<file path="config.mk">
export PLATFORM = sky130hd
export DESIGN_NAME = wheel_encoder_period_speed_core
export DESIGN_NICKNAME = d
export VERILOG_FILES = /design/src/hdl/wep_pkg.sv /design/src/hdl/wep_front.sv /design/src/hdl/wep_div.sv /design/src/hdl/wep_back.sv /design/src/hdl/wheel_encoder_period_speed_core.sv
export SDC_FILE = /design/constraint.sdc
export NUM_CORES = 2
export LEC_CHECK = 0
export ABC_CLOCK_PERIOD_IN_PS = 8500
export BUFFER_PORTS_ARGS = -buffer_cell sky130_fd_sc_hd__buf_4
export CORE_MARGIN = 2
export CORE_UTILIZATION = 45
export DETAILED_ROUTE_END_ITERATION = 10
export GPL_TIMING_DRIVEN = 0
export PLACE_DENSITY = 0.69
export RECOVER_POWER = 100
export SETUP_SLACK_MARGIN = 0.5
export SLEW_MARGIN = 30
export SYNTH_ARGS = -nofsm -noshare
export SYNTH_HDL_FRONTEND = slang
export SYNTH_SLANG_ARGS = --single-unit
</file>
<file path="constraint.sdc">
create_clock -name clk_i -period 8.5 [get_ports clk_i]
set_input_delay 0.85 -clock clk_i [delete_from_list [all_inputs] [get_ports clk_i]]
set_output_delay 0.85 -clock clk_i [all_outputs]
set_load 0.05 [all_outputs]
</file>
<file path="src/hdl/wep_pkg.sv">
// Shared types and constants for the wheel encoder period speed meter.
package wep_pkg;

  localparam int unsigned CHANNELS_DEF = 2;
  localparam int unsigned QUEUE_DEPTH  = 2;

  localparam int unsigned CAP_W      = 32;
  localparam int unsigned TIME_W     = 32;
  localparam int unsigned TMO_W      = 16;
  localparam int unsigned NUM_W      = 40;
  localparam int unsigned ALPHA_W    = 9;
  localparam int unsigned SPEED_W    = 24;
  localparam int unsigned CNT_W      = 32;
  localparam int unsigned MS_SCALE_W = 10;
  localparam int unsigned CFG_IDX_W  = 3;
  localparam int unsigned CFG_DATA_W = 40;

  localparam logic [CAP_W-1:0]      MIN_PERIOD_RST = 32'd500;
  localparam logic [TMO_W-1:0]      TIMEOUT_RST    = 16'd100;
  localparam logic [NUM_W-1:0]      NUMERATOR_RST  = 40'd266240000;
  localparam logic [ALPHA_W-1:0]    ALPHA_RST      = 9'd77;
  localparam logic [ALPHA_W-1:0]    ALPHA_MAX      = 9'd256;
  localparam logic [SPEED_W-1:0]    SPEED_MAX      = 24'hFFFFFF;
  localparam logic [SPEED_W-1:0]    SEED_LIMIT     = 24'd2;
  localparam logic [MS_SCALE_W-1:0] US_PER_MS      = 10'd1000;

  localparam logic CMD_EDGE  = 1'b0;
  localparam logic CMD_QUERY = 1'b1;

  typedef enum logic [CFG_IDX_W-1:0] {
    CFG_MIN_PERIOD = 3'd0,
    CFG_TIMEOUT    = 3'd1,
    CFG_NUMERATOR  = 3'd2,
    CFG_ALPHA      = 3'd3
  } cfg_idx_e;

  typedef enum logic [1:0] {
    OP_EDGE,
    OP_QUERY,
    OP_QUERY_BAD
  } op_e;

  typedef enum logic [2:0] {
    ST_IDLE,
    ST_CHECK,
    ST_DIV,
    ST_SEED,
    ST_MUL,
    ST_UPDATE,
    ST_RESULT
  } state_e;

  typedef struct packed {
    op_e               op;
    logic              channel;
    logic [CAP_W-1:0]  capture_us;
    logic [TIME_W-1:0] time_ms;
  } item_t;

  typedef struct packed {
    logic  valid;
    item_t item;
  } head_t;

  typedef struct packed {
    logic [CAP_W-1:0]   min_period_us;
    logic [TMO_W-1:0]   timeout_ms;
    logic [NUM_W-1:0]   speed_numerator;
    logic [ALPHA_W-1:0] ema_alpha;
  } cfg_t;

endpackage

</file>
<file path="src/hdl/wep_front.sv">
// Input stage: accepts transactions, classifies them and queues them for the back end.
module wep_front
  import wep_pkg::*;
#(
  parameter int unsigned CHANNELS = CHANNELS_DEF
) (
  input  logic              clk_i,
  input  logic              rst_ni,
  input  logic              in_valid_i,
  output logic              in_ready_o,
  input  logic              cmd_i,
  input  logic              channel_i,
  input  logic [CAP_W-1:0]  capture_us_i,
  input  logic [TIME_W-1:0] time_ms_i,
  output head_t             head_o,
  input  logic              pop_i
);

  localparam int unsigned PTR_W = (QUEUE_DEPTH > 1) ? $clog2(QUEUE_DEPTH) : 1;
  localparam int unsigned CNT_QW = $clog2(QUEUE_DEPTH + 1);

  item_t             mem_q [QUEUE_DEPTH];
  logic [PTR_W-1:0]  wr_ptr_q, wr_ptr_d;
  logic [PTR_W-1:0]  rd_ptr_q, rd_ptr_d;
  logic [CNT_QW-1:0] cnt_q, cnt_d;
  logic              ch_ok;
  logic              accept;
  logic              push;
  logic              pop;
  item_t             item;

  assign ch_ok      = (CHANNELS > 1) || (channel_i == 1'b0);
  assign in_ready_o = (cnt_q != CNT_QW'(QUEUE_DEPTH));
  assign accept     = in_valid_i && in_ready_o;
  // edges on a channel that does not exist are dropped here
  assign push       = accept && ((cmd_i == CMD_QUERY) || ch_ok);
  assign pop        = pop_i && (cnt_q != '0);

  always_comb begin
    item.channel    = channel_i;
    item.capture_us = capture_us_i;
    item.time_ms    = time_ms_i;
    if (cmd_i == CMD_EDGE) begin
      item.op = OP_EDGE;
    end else if (ch_ok) begin
      item.op = OP_QUERY;
    end else begin
      item.op = OP_QUERY_BAD;
    end
  end

  always_comb begin
    wr_ptr_d = wr_ptr_q;
    rd_ptr_d = rd_ptr_q;
    cnt_d    = cnt_q;
    if (push) begin
      wr_ptr_d = (wr_ptr_q == PTR_W'(QUEUE_DEPTH - 1)) ? '0 : wr_ptr_q + 1'b1;
    end
    if (pop) begin
      rd_ptr_d = (rd_ptr_q == PTR_W'(QUEUE_DEPTH - 1)) ? '0 : rd_ptr_q + 1'b1;
    end
    if (push && !pop) begin
      cnt_d = cnt_q + 1'b1;
    end else if (pop && !push) begin
      cnt_d = cnt_q - 1'b1;
    end
  end

  always_ff @(posedge clk_i or negedge rst_ni) begin
    if (!rst_ni) begin
      wr_ptr_q <= '0;
      rd_ptr_q <= '0;
      cnt_q    <= '0;
    end else begin
      wr_ptr_q <= wr_ptr_d;
      rd_ptr_q <= rd_ptr_d;
      cnt_q    <= cnt_d;
    end
  end

  always_ff @(posedge clk_i) begin
    if (push) begin
      mem_q[wr_ptr_q] <= item;
    end
  end

  assign head_o.valid = (cnt_q != '0);
  assign head_o.item  = mem_q[rd_ptr_q];

endmodule

</file>
<file path="src/hdl/wep_div.sv">
// Restoring divider, one quotient bit per cycle.
module wep_div
  import wep_pkg::*;
(
  input  logic             clk_i,
  input  logic             rst_ni,
  input  logic             start_i,
  input  logic [NUM_W-1:0] dividend_i,
  input  logic [CAP_W-1:0] divisor_i,
  output logic             done_o,
  output logic [NUM_W-1:0] quotient_o
);

  localparam int unsigned STEP_W = $clog2(NUM_W);

  logic              busy_q;
  logic              done_q;
  logic [STEP_W-1:0] step_q;
  logic [CAP_W-1:0]  rem_q, rem_d;
  logic [NUM_W-1:0]  quo_q, quo_d;
  logic [CAP_W-1:0]  den_q;
  logic [CAP_W:0]    trial;
  logic [CAP_W:0]    diff;
  logic              ge;

  assign trial = {rem_q, quo_q[NUM_W-1]};
  assign diff  = trial - {1'b0, den_q};
  assign ge    = (trial >= {1'b0, den_q});
  assign rem_d = ge ? diff[CAP_W-1:0] : trial[CAP_W-1:0];
  assign quo_d = {quo_q[NUM_W-2:0], ge};

  always_ff @(posedge clk_i or negedge rst_ni) begin
    if (!rst_ni) begin
      busy_q <= 1'b0;
      done_q <= 1'b0;
      step_q <= '0;
    end else if (start_i) begin
      busy_q <= 1'b1;
      done_q <= 1'b0;
      step_q <= '0;
    end else if (busy_q) begin
      step_q <= step_q + 1'b1;
      if (step_q == STEP_W'(NUM_W - 1)) begin
        busy_q <= 1'b0;
        done_q <= 1'b1;
      end
    end else begin
      done_q <= 1'b0;
    end
  end

  always_ff @(posedge clk_i) begin
    if (start_i) begin
      rem_q <= '0;
      quo_q <= dividend_i;
      den_q <= divisor_i;
    end else if (busy_q) begin
      rem_q <= rem_d;
      quo_q <= quo_d;
    end
  end

  assign done_o     = done_q;
  assign quotient_o = quo_q;

endmodule

</file>
<file path="src/hdl/wep_back.sv">
// Execution stage: per-channel state, speed computation, filter and result register.
module wep_back
  import wep_pkg::*;
#(
  parameter int unsigned CHANNELS = CHANNELS_DEF
) (
  input  logic               clk_i,
  input  logic               rst_ni,
  input  head_t              head_i,
  output logic               pop_o,
  input  cfg_t               cfg_i,
  output logic               out_valid_o,
  input  logic               out_ready_i,
  output logic               result_channel_o,
  output logic [SPEED_W-1:0] speed_q8_o,
  output logic [CNT_W-1:0]   edge_count_o
);

  localparam int unsigned IDX_W  = (CHANNELS > 1) ? $clog2(CHANNELS) : 1;
  localparam int unsigned PROD_W = ALPHA_W + SPEED_W;
  localparam int unsigned TUS_W  = TMO_W + MS_SCALE_W;

  state_e state_q, state_d;

  logic [CAP_W-1:0]   last_capture_q [CHANNELS];
  logic               have_prev_q    [CHANNELS];
  logic [CAP_W-1:0]   last_period_q  [CHANNELS];
  logic [CNT_W-1:0]   valid_edges_q  [CHANNELS];
  logic [TIME_W-1:0]  last_edge_ms_q [CHANNELS];
  logic [CNT_W-1:0]   seen_edges_q   [CHANNELS];
  logic [SPEED_W-1:0] filt_q         [CHANNELS];

  item_t              cur_q;
  logic [SPEED_W-1:0] v_q;
  logic [SPEED_W-1:0] diff_q;
  logic               up_q;
  logic [PROD_W-1:0]  prod_q;

  logic               out_valid_q;
  logic               out_ch_q;
  logic [SPEED_W-1:0] out_speed_q;
  logic [CNT_W-1:0]   out_count_q;

  logic [IDX_W-1:0]   idx;
  logic               bad;
  logic               new_edges;
  logic [TUS_W-1:0]   tmo_us;
  logic               per_ok;
  logic [TIME_W-1:0]  elapsed;
  logic               timed_out;
  logic [CAP_W-1:0]   edge_per;
  logic [SPEED_W-1:0] f_cur;
  logic               seed;
  logic [SPEED_W-1:0] step;
  logic [SPEED_W-1:0] v_sat;
  logic               div_start;
  logic               div_done;
  logic [NUM_W-1:0]   quotient;
  logic               out_load;
  logic               edge_go;

  assign idx       = (state_q == ST_IDLE) ? IDX_W'(head_i.item.channel) : IDX_W'(cur_q.channel);
  assign bad       = (cur_q.op == OP_QUERY_BAD);
  assign new_edges = (valid_edges_q[idx] != seen_edges_q[idx]);
  assign tmo_us    = TUS_W'(cfg_i.timeout_ms) * TUS_W'(US_PER_MS);
  assign per_ok    = (last_period_q[idx] != '0) && (last_period_q[idx] < CAP_W'(tmo_us));
  assign elapsed   = cur_q.time_ms - last_edge_ms_q[idx];
  assign timed_out = (elapsed > TIME_W'(cfg_i.timeout_ms));
  assign edge_per  = head_i.item.capture_us - last_capture_q[idx];
  assign f_cur     = filt_q[idx];
  assign seed      = (f_cur <= SEED_LIMIT);
  assign step      = prod_q[SPEED_W+7:8];
  assign v_sat     = (|quotient[NUM_W-1:SPEED_W]) ? SPEED_MAX : quotient[SPEED_W-1:0];
  assign edge_go   = pop_o && (head_i.item.op == OP_EDGE);

  wep_div u_div (
    .clk_i      (clk_i),
    .rst_ni     (rst_ni),
    .start_i    (div_start),
    .dividend_i (cfg_i.speed_numerator),
    .divisor_i  (last_period_q[idx]),
    .done_o     (div_done),
    .quotient_o (quotient)
  );

  always_comb begin
    state_d = state_q;
    unique case (state_q)
      ST_IDLE: begin
        if (head_i.valid && (head_i.item.op != OP_EDGE)) begin
          state_d = ST_CHECK;
        end
      end
      ST_CHECK: begin
        if (!bad && new_edges && per_ok) begin
          state_d = ST_DIV;
        end else begin
          state_d = ST_RESULT;
        end
      end
      ST_DIV: begin
        if (div_done) begin
          state_d = ST_SEED;
        end
      end
      ST_SEED: begin
        state_d = seed ? ST_RESULT : ST_MUL;
      end
      ST_MUL:    state_d = ST_UPDATE;
      ST_UPDATE: state_d = ST_RESULT;
      ST_RESULT: begin
        if (out_load) begin
          state_d = ST_IDLE;
        end
      end
      default: state_d = ST_IDLE;
    endcase
  end

  always_comb begin
    pop_o     = (state_q == ST_IDLE) && head_i.valid;
    div_start = (state_q == ST_CHECK) && !bad && new_edges && per_ok;
    out_load  = (state_q == ST_RESULT) && (!out_valid_q || out_ready_i);
  end

  always_ff @(posedge clk_i or negedge rst_ni) begin
    if (!rst_ni) begin
      state_q <= ST_IDLE;
      for (int i = 0; i < CHANNELS; i++) begin
        last_capture_q[i] <= '0;
        have_prev_q[i]    <= 1'b0;
        last_period_q[i]  <= '0;
        valid_edges_q[i]  <= '0;
        last_edge_ms_q[i] <= '0;
        seen_edges_q[i]   <= '0;
        filt_q[i]         <= '0;
      end
    end else begin
      state_q <= state_d;
      if (edge_go) begin
        if (have_prev_q[idx]) begin
          if (edge_per >= cfg_i.min_period_us) begin
            last_period_q[idx]  <= edge_per;
            valid_edges_q[idx]  <= valid_edges_q[idx] + 1'b1;
            last_capture_q[idx] <= head_i.item.capture_us;
            last_edge_ms_q[idx] <= head_i.item.time_ms;
          end
        end else begin
          have_prev_q[idx]    <= 1'b1;
          last_capture_q[idx] <= head_i.item.capture_us;
          last_edge_ms_q[idx] <= head_i.item.time_ms;
        end
      end
      if ((state_q == ST_CHECK) && !bad) begin
        if (new_edges) begin
          seen_edges_q[idx] <= valid_edges_q[idx];
        end else if (timed_out) begin
          filt_q[idx] <= '0;
        end
      end
      if ((state_q == ST_SEED) && seed) begin
        filt_q[idx] <= v_q;
      end
      if (state_q == ST_UPDATE) begin
        filt_q[idx] <= up_q ? f_cur + step : f_cur - step;
      end
    end
  end

  always_ff @(posedge clk_i) begin
    if (pop_o) begin
      cur_q <= head_i.item;
    end
    if ((state_q == ST_DIV) && div_done) begin
      v_q <= v_sat;
    end
    if (state_q == ST_SEED) begin
      up_q   <= (v_q >= f_cur);
      diff_q <= (v_q >= f_cur) ? v_q - f_cur : f_cur - v_q;
    end
    if (state_q == ST_MUL) begin
      prod_q <= PROD_W'(cfg_i.ema_alpha) * PROD_W'(diff_q);
    end
  end

  always_ff @(posedge clk_i or negedge rst_ni) begin
    if (!rst_ni) begin
      out_valid_q <= 1'b0;
    end else if (out_load) begin
      out_valid_q <= 1'b1;
    end else if (out_ready_i) begin
      out_valid_q <= 1'b0;
    end
  end

  always_ff @(posedge clk_i) begin
    if (out_load) begin
      out_ch_q    <= cur_q.channel;
      out_speed_q <= bad ? '0 : filt_q[idx];
      out_count_q <= bad ? '0 : valid_edges_q[idx];
    end
  end

  assign out_valid_o      = out_valid_q;
  assign result_channel_o = out_ch_q;
  assign speed_q8_o       = out_speed_q;
  assign edge_count_o     = out_count_q;

endmodule

</file>
<file path="src/hdl/wheel_encoder_period_speed_core.sv">
// Top level of the two-channel wheel encoder period speed meter.
// Edge captures and speed queries enter through a two-entry queue and are executed
// one at a time. An edge capture updates its channel state as it is popped. A query
// with new edges and a usable period runs a serial divide of speed_numerator by the
// period, one quotient bit per cycle, then the filter step (seed check, multiply,
// update, with multiply and update skipped when the filter seeds from the new speed)
// and the result load; other queries skip the divide and filter step. The
// divider sets the sustained query rate. Input transactions keep being accepted while
// the queue has room; a finished result waits in the output register, and the next
// result load, and with it the execution stage, waits until that result is taken.
module wheel_encoder_period_speed_core
  import wep_pkg::*;
#(
  parameter int unsigned CHANNELS = CHANNELS_DEF
) (
  input  logic                  clk_i,
  input  logic                  rst_ni,
  input  logic                  in_valid_i,
  output logic                  in_ready_o,
  input  logic                  cmd_i,
  input  logic                  channel_i,
  input  logic [CAP_W-1:0]      capture_us_i,
  input  logic [TIME_W-1:0]     time_ms_i,
  output logic                  out_valid_o,
  input  logic                  out_ready_i,
  output logic                  result_channel_o,
  output logic [SPEED_W-1:0]    speed_q8_o,
  output logic [CNT_W-1:0]      edge_count_o,
  input  logic                  cfg_valid_i,
  output logic                  cfg_ready_o,
  input  logic [CFG_IDX_W-1:0]  cfg_index_i,
  input  logic [CFG_DATA_W-1:0] cfg_data_i
);

  cfg_t               cfg_q;
  head_t              head;
  logic               pop;
  logic [ALPHA_W-1:0] alpha_wr;

  assign cfg_ready_o = 1'b1;
  assign alpha_wr    = (cfg_data_i[ALPHA_W-1:0] > ALPHA_MAX) ? ALPHA_MAX
                                                             : cfg_data_i[ALPHA_W-1:0];

  always_ff @(posedge clk_i or negedge rst_ni) begin
    if (!rst_ni) begin
      cfg_q.min_period_us   <= MIN_PERIOD_RST;
      cfg_q.timeout_ms      <= TIMEOUT_RST;
      cfg_q.speed_numerator <= NUMERATOR_RST;
      cfg_q.ema_alpha       <= ALPHA_RST;
    end else if (cfg_valid_i && cfg_ready_o) begin
      unique case (cfg_idx_e'(cfg_index_i))
        CFG_MIN_PERIOD: cfg_q.min_period_us   <= cfg_data_i[CAP_W-1:0];
        CFG_TIMEOUT:    cfg_q.timeout_ms      <= cfg_data_i[TMO_W-1:0];
        CFG_NUMERATOR:  cfg_q.speed_numerator <= cfg_data_i[NUM_W-1:0];
        CFG_ALPHA:      cfg_q.ema_alpha       <= alpha_wr;
        default: ;
      endcase
    end
  end

  wep_front #(
    .CHANNELS (CHANNELS)
  ) u_front (
    .clk_i        (clk_i),
    .rst_ni       (rst_ni),
    .in_valid_i   (in_valid_i),
    .in_ready_o   (in_ready_o),
    .cmd_i        (cmd_i),
    .channel_i    (channel_i),
    .capture_us_i (capture_us_i),
    .time_ms_i    (time_ms_i),
    .head_o       (head),
    .pop_i        (pop)
  );

  wep_back #(
    .CHANNELS (CHANNELS)
  ) u_back (
    .clk_i            (clk_i),
    .rst_ni           (rst_ni),
    .head_i           (head),
    .pop_o            (pop),
    .cfg_i            (cfg_q),
    .out_valid_o      (out_valid_o),
    .out_ready_i      (out_ready_i),
    .result_channel_o (result_channel_o),
    .speed_q8_o       (speed_q8_o),
    .edge_count_o     (edge_count_o)
  );

endmodule
</file>
==> results by group <==
Placed design
  – Place WS: -3500 ps
  – HPWL reported at the end of detailed placement: 113 mm
  – I/O Buffers: 172
  – Weighted congestion reported at the end of routability-driven placement: 0.933
  – Placement-stage cell area: 0.0577 mm^2

Power and ir drop
  – Cell Pwr Density: 295 mW/mm^2
  – Peak supply drop: 359 uV
  – Leakage: 27.2 nW
  – PnR Total Power: 18.1 mW
  – Internal Power: 11.2 mW
  – Switching share of power: 0.378
  – Proportion of power drawn by the clock network: 0.244
  – Net Switching: 6.82 mW
  – Logic gate share of total power: 0.475
  – Flop pwr share: 0.282

STA
  – Achievable Freq: 126 MHz
  – Ratio of final minimum period to clock period: 0.934
  – Setup TNS: 0 ps
  – Crit path time final: 7940 ps
  – Fin. max-slew vios: 289
  – Unrepaired setup endpoints after global routing: false
  – Slew at the pin closest to its max-slew limit: 4470 ps
  – Final worst setup slack: 558 ps
  – Final worst hold slack: 375 ps
  – Slew Limit Headroom: -1.98
  – Number of failing setup endpoints in the final timing report: 0
  – Worst setup skew after layout: 40.5 ps
  – Final Hold Viols: 0

Clock tree
  – Number of clock sinks: 882
  – Hold-fix buffers at CTS: 0
  – Root Buffer: clkbuf_16
  – H-tree levels: 3
  – Number of buffers on the longest clock path: 3
  – Later-pin clock latency in the skew report: 690 ps
  – Number of buffers created by CTS: 98
  – Register clock-pin slew on the reported worst setup and hold paths: 60 ps
  – TritonCTS clock tree: yes

Global routing
  – Number of global-route vias before repair: 39400
  – First-pass GRT wire length: 228 mm
  – GR Util All Layers: 0.240
  – Largest net degree at the start of global routing: 85
  – GR Overflow Total: 0
  – Initial antenna violation count: 6

Drt
  – Post-detailed-route count of antenna-violating nets: 0
  – Number of iterations in the first detailed-routing pass: 6
  – Via density: 5.57
  – Wirelength, routed: 147 mm
  – Final routed DRC violation total: 0
  – Routed wire per std cell: 20.7 um
  – First-iteration detailed-routing DRC count: 3589
  – Vias after detailed routing: 39700

Critical path
  – Required arrival time at the worst endpoint: 8880 ps
  – Minimum setup slack among reg-to-reg paths: 560 ps
  – CP Capture Type: register
  – FF-to-FF End: u_back.diff_q[10]
  – Startpoint kind of the worst setup timing path: register
  – Critical path arrival: 8320 ps
  – Worst R2R Path Depth: 23
  – Critical register-to-register path startpoint: u_front.rd_ptr_q
  – Max Fanout on Critical Path: 10
  – Type of the worst setup path: register to register

Run
  – Number of max-capacitance violations reported: 6

Yosys
  – Average cell area after synthesis: 10.5 um^2
  – Number of synthesized flops with an enable pin: 367
  – Cell type contributing the most total cell area after synthesis: dfrtp_1
  – Count of different cell masters after synthesis: 82
  – Sequential share of the synthesized area: 0.441
  – Instance count of the mapped netlist: 5123
  – Fraction of post-synthesis cell area in the top cell type by area: 0.213
  – Synth warn: 0
  – Cell types occupying the most area after synthesis: dfrtp_1, edfxtp_1, fa_1, ha_1, mux2_2
  – Leading register cell type out of synthesis: dfrtp_1
  – FFs w/ async S/R, synth: 0.548
  – Net count of the mapped netlist: 5787
  – Synth Cell Area: 0.0540 mm^2
  – Seq cells post-synth: 882

Die
  – Vert. Die Dim: 350 um
  – Core Region: 0.119 mm^2
  – Number of standard-cell rows in the floorplan: 127
  – Starting utilization of the core area: 0.452
  – Number of ports placed on the die boundary: 174
  – Area of the die: 0.123 mm^2
  – Die extent in x: 350 um

Cells and area
  – Finished Cell Area: 0.0612 mm^2
  – Final net count: 6104
  – Area growth from synthesis to final layout: 13.3%
  – Fraction of final layout cells sized beyond drive strength 1: 0.116

Min path
  – Critical hold path startpoint: time_ms_i[27]
  – Cell count of the worst hold path: 1
  – Hold/Removal Path Class: input pin to register
  – End point of the most critical hold path: u_front.mem_q[1][27]

Outcome
  – Violated checks: capacitance limit, slew limit
  – Outcome: finished with violations
[worst max-delay path, cell delays in order (launching register included)]
cell and delay, ps:
dfrtp_1 320, clkbuf_1 370, mux2_4 280, mux2_4 190, buf_4 230, clkbuf_1 640
buf_2 430, buf_2 470, mux2i_1 390, ha_1 280, clkbuf_1 220, and4_1 260
nand2_1 140, nor2_1 70, a221o_1 290, a31oi_1 380, o21a_1 180, buf_2 220
clkbuf_1 520, clkbuf_1 530, clkbuf_1 630, mux2i_1 260, o21ai_0 130, xor2_1 160
[layer usage]
layer | track usage | part of all wire | vias up
li1 | - | - | 18400
met1 | 0.319 | 0.43 | 19700
met2 | 0.394 | 0.47 | 1312
met3 | 0.0424 | 0.065 | 273
met4 | 0.0875 | 0.039 | 4
met5 | 0 | 0.00015 | -
[sequential cells by signal, indices dropped and copies added, names as in the netlist, 2 cells and up]
name,cells
u_back.valid_edges_q,64
u_front.mem_q,132
u_back.filt_q,48
u_back.diff_q,24
u_back.state_q,3
u_back.last_capture_q,64
u_back.edge_count_o,32
u_back.u_div.rem_q,32
u_back.cur_q,33
u_back.u_div.quotient_o,40
u_back.seen_edges_q,64
u_back.v_q,24
u_back.prod_q,24
u_back.speed_q8_o,24
u_back.u_div.den_q,32
u_back.last_period_q,64
u_back.last_edge_ms_q,64
u_back.have_prev_q,2
cfg_q,97
u_front.cnt_q,2
u_back.u_div.step_q,6
[per-stage QoR]
step / utilization / cells
global route: 0.512 / 7137
floorplan: - / 5123
CTS: 0.515 / 7126
detailed placement: 0.483 / 6925
finish: 0.512 / 7140
global placement: 0.479 / 6907
[cell usage after synthesis (all sizes together) (32+ instances only)]
| library cell | number |
|---|---|
| edfxtp | 367 |
| mux2i | 210 |
| nor2b | 39 |
| ha | 337 |
| a211oi | 40 |
| nor4 | 32 |
| xor2 | 102 |
| nor3 | 55 |
| a31oi | 32 |
| buf | 40 |
| dfrtp | 459 |
| dfxtp | 32 |
| xnor2 | 151 |
| mux2 | 235 |
| inv | 487 |
| nand4 | 44 |
| o21ai | 214 |
| and2 | 82 |
| a21oi | 336 |
| nand2b | 39 |
| or2 | 36 |
| nor2 | 363 |
| fa | 213 |
| a21o | 96 |
| nand3 | 65 |
| nand2 | 511 |
| clkbuf | 171 |
[how the worst max path moves through the flow]
stage               cells past startpoint  slack [ps]                   endpoint             start
floorplan                              34         740          u_back.filt_q[10]  u_front.rd_ptr_q
global placement                       34       -3340          u_back.filt_q[28]  u_front.rd_ptr_q
detailed placement                     34       -3500          u_back.filt_q[34]  u_front.rd_ptr_q
CTS                                    35         500          u_back.filt_q[34]  u_front.rd_ptr_q
global route                           33         250  u_back.last_edge_ms_q[53]  u_front.rd_ptr_q
finish                                 23         560          u_back.diff_q[10]  u_front.rd_ptr_q
[area by class of cell]
class,instances,area [um^2]
Fill cell,10800,58300
Multi-Input combinational cell,3544,27800
Sequential cell,882,23800
Clock buffer,119,2630
Tap cell,1612,2020
Inverter,487,1830
Timing Repair Buffer,216,1320
Buffer,211,1120
Clock inverter,66,703
Antenna cell,3,7.51
[layout by cell type (no fill, tap or decap), types with 150 or more instances in the layout]
cell type  synthesis  layout
a21oi_1          336     333
clkbuf_1         171     241
dfrtp_1          459     459
edfxtp_1         367     367
fa_1             213     212
ha_1             337     337
inv_1            487     487
mux2_2           198     195
mux2i_1          210     207
nand2_1          511     511
nor2_1           363     362
o21ai_0          211     207
xnor2_1          151     150
[power groups by stage]
stage	Clock, mW	Sequential (mW)	Combinational [mW]
after floorplan	0	5.13	6.54
after global placement	0	5.17	8.26
after detailed placement	0	5.16	8.53
after CTS	4.46	5.08	8.63
after global routing	4.63	5.11	9.91
final	4.40	5.09	8.57
[timing repair]
| item | CTS | global route |
|---|---|---|
| resized for setup | 129 | 68 |
| pin swaps | 8 | 11 |
| cloned | 1 | 0 |
| setup buffers | 15 | 11 |
| hold endpoints to repair | 0 | 0 |
| endpoints found under the setup margin | 465 | 455 |
[kinds of logic (layout without fill, tap and decap cells)]
group / count (synthesis) / count (layout) / share of synthesized area
AND/OR/NAND/NOR: 1328 / 1329 / 0.112
XOR/XNOR: 253 / 253 / 0.0411
flip-flops: 882 / 882 / 0.441
multiplexers: 445 / 445 / 0.0880
other: 1 / 4 / 0.0000695
adder cells (fa/ha/maj): 550 / 550 / 0.157
buffers and inverters: 698 / 1099 / 0.0493
AO/OA/AOI/OAI: 966 / 966 / 0.112
Power figures use the tool's default switching activity.
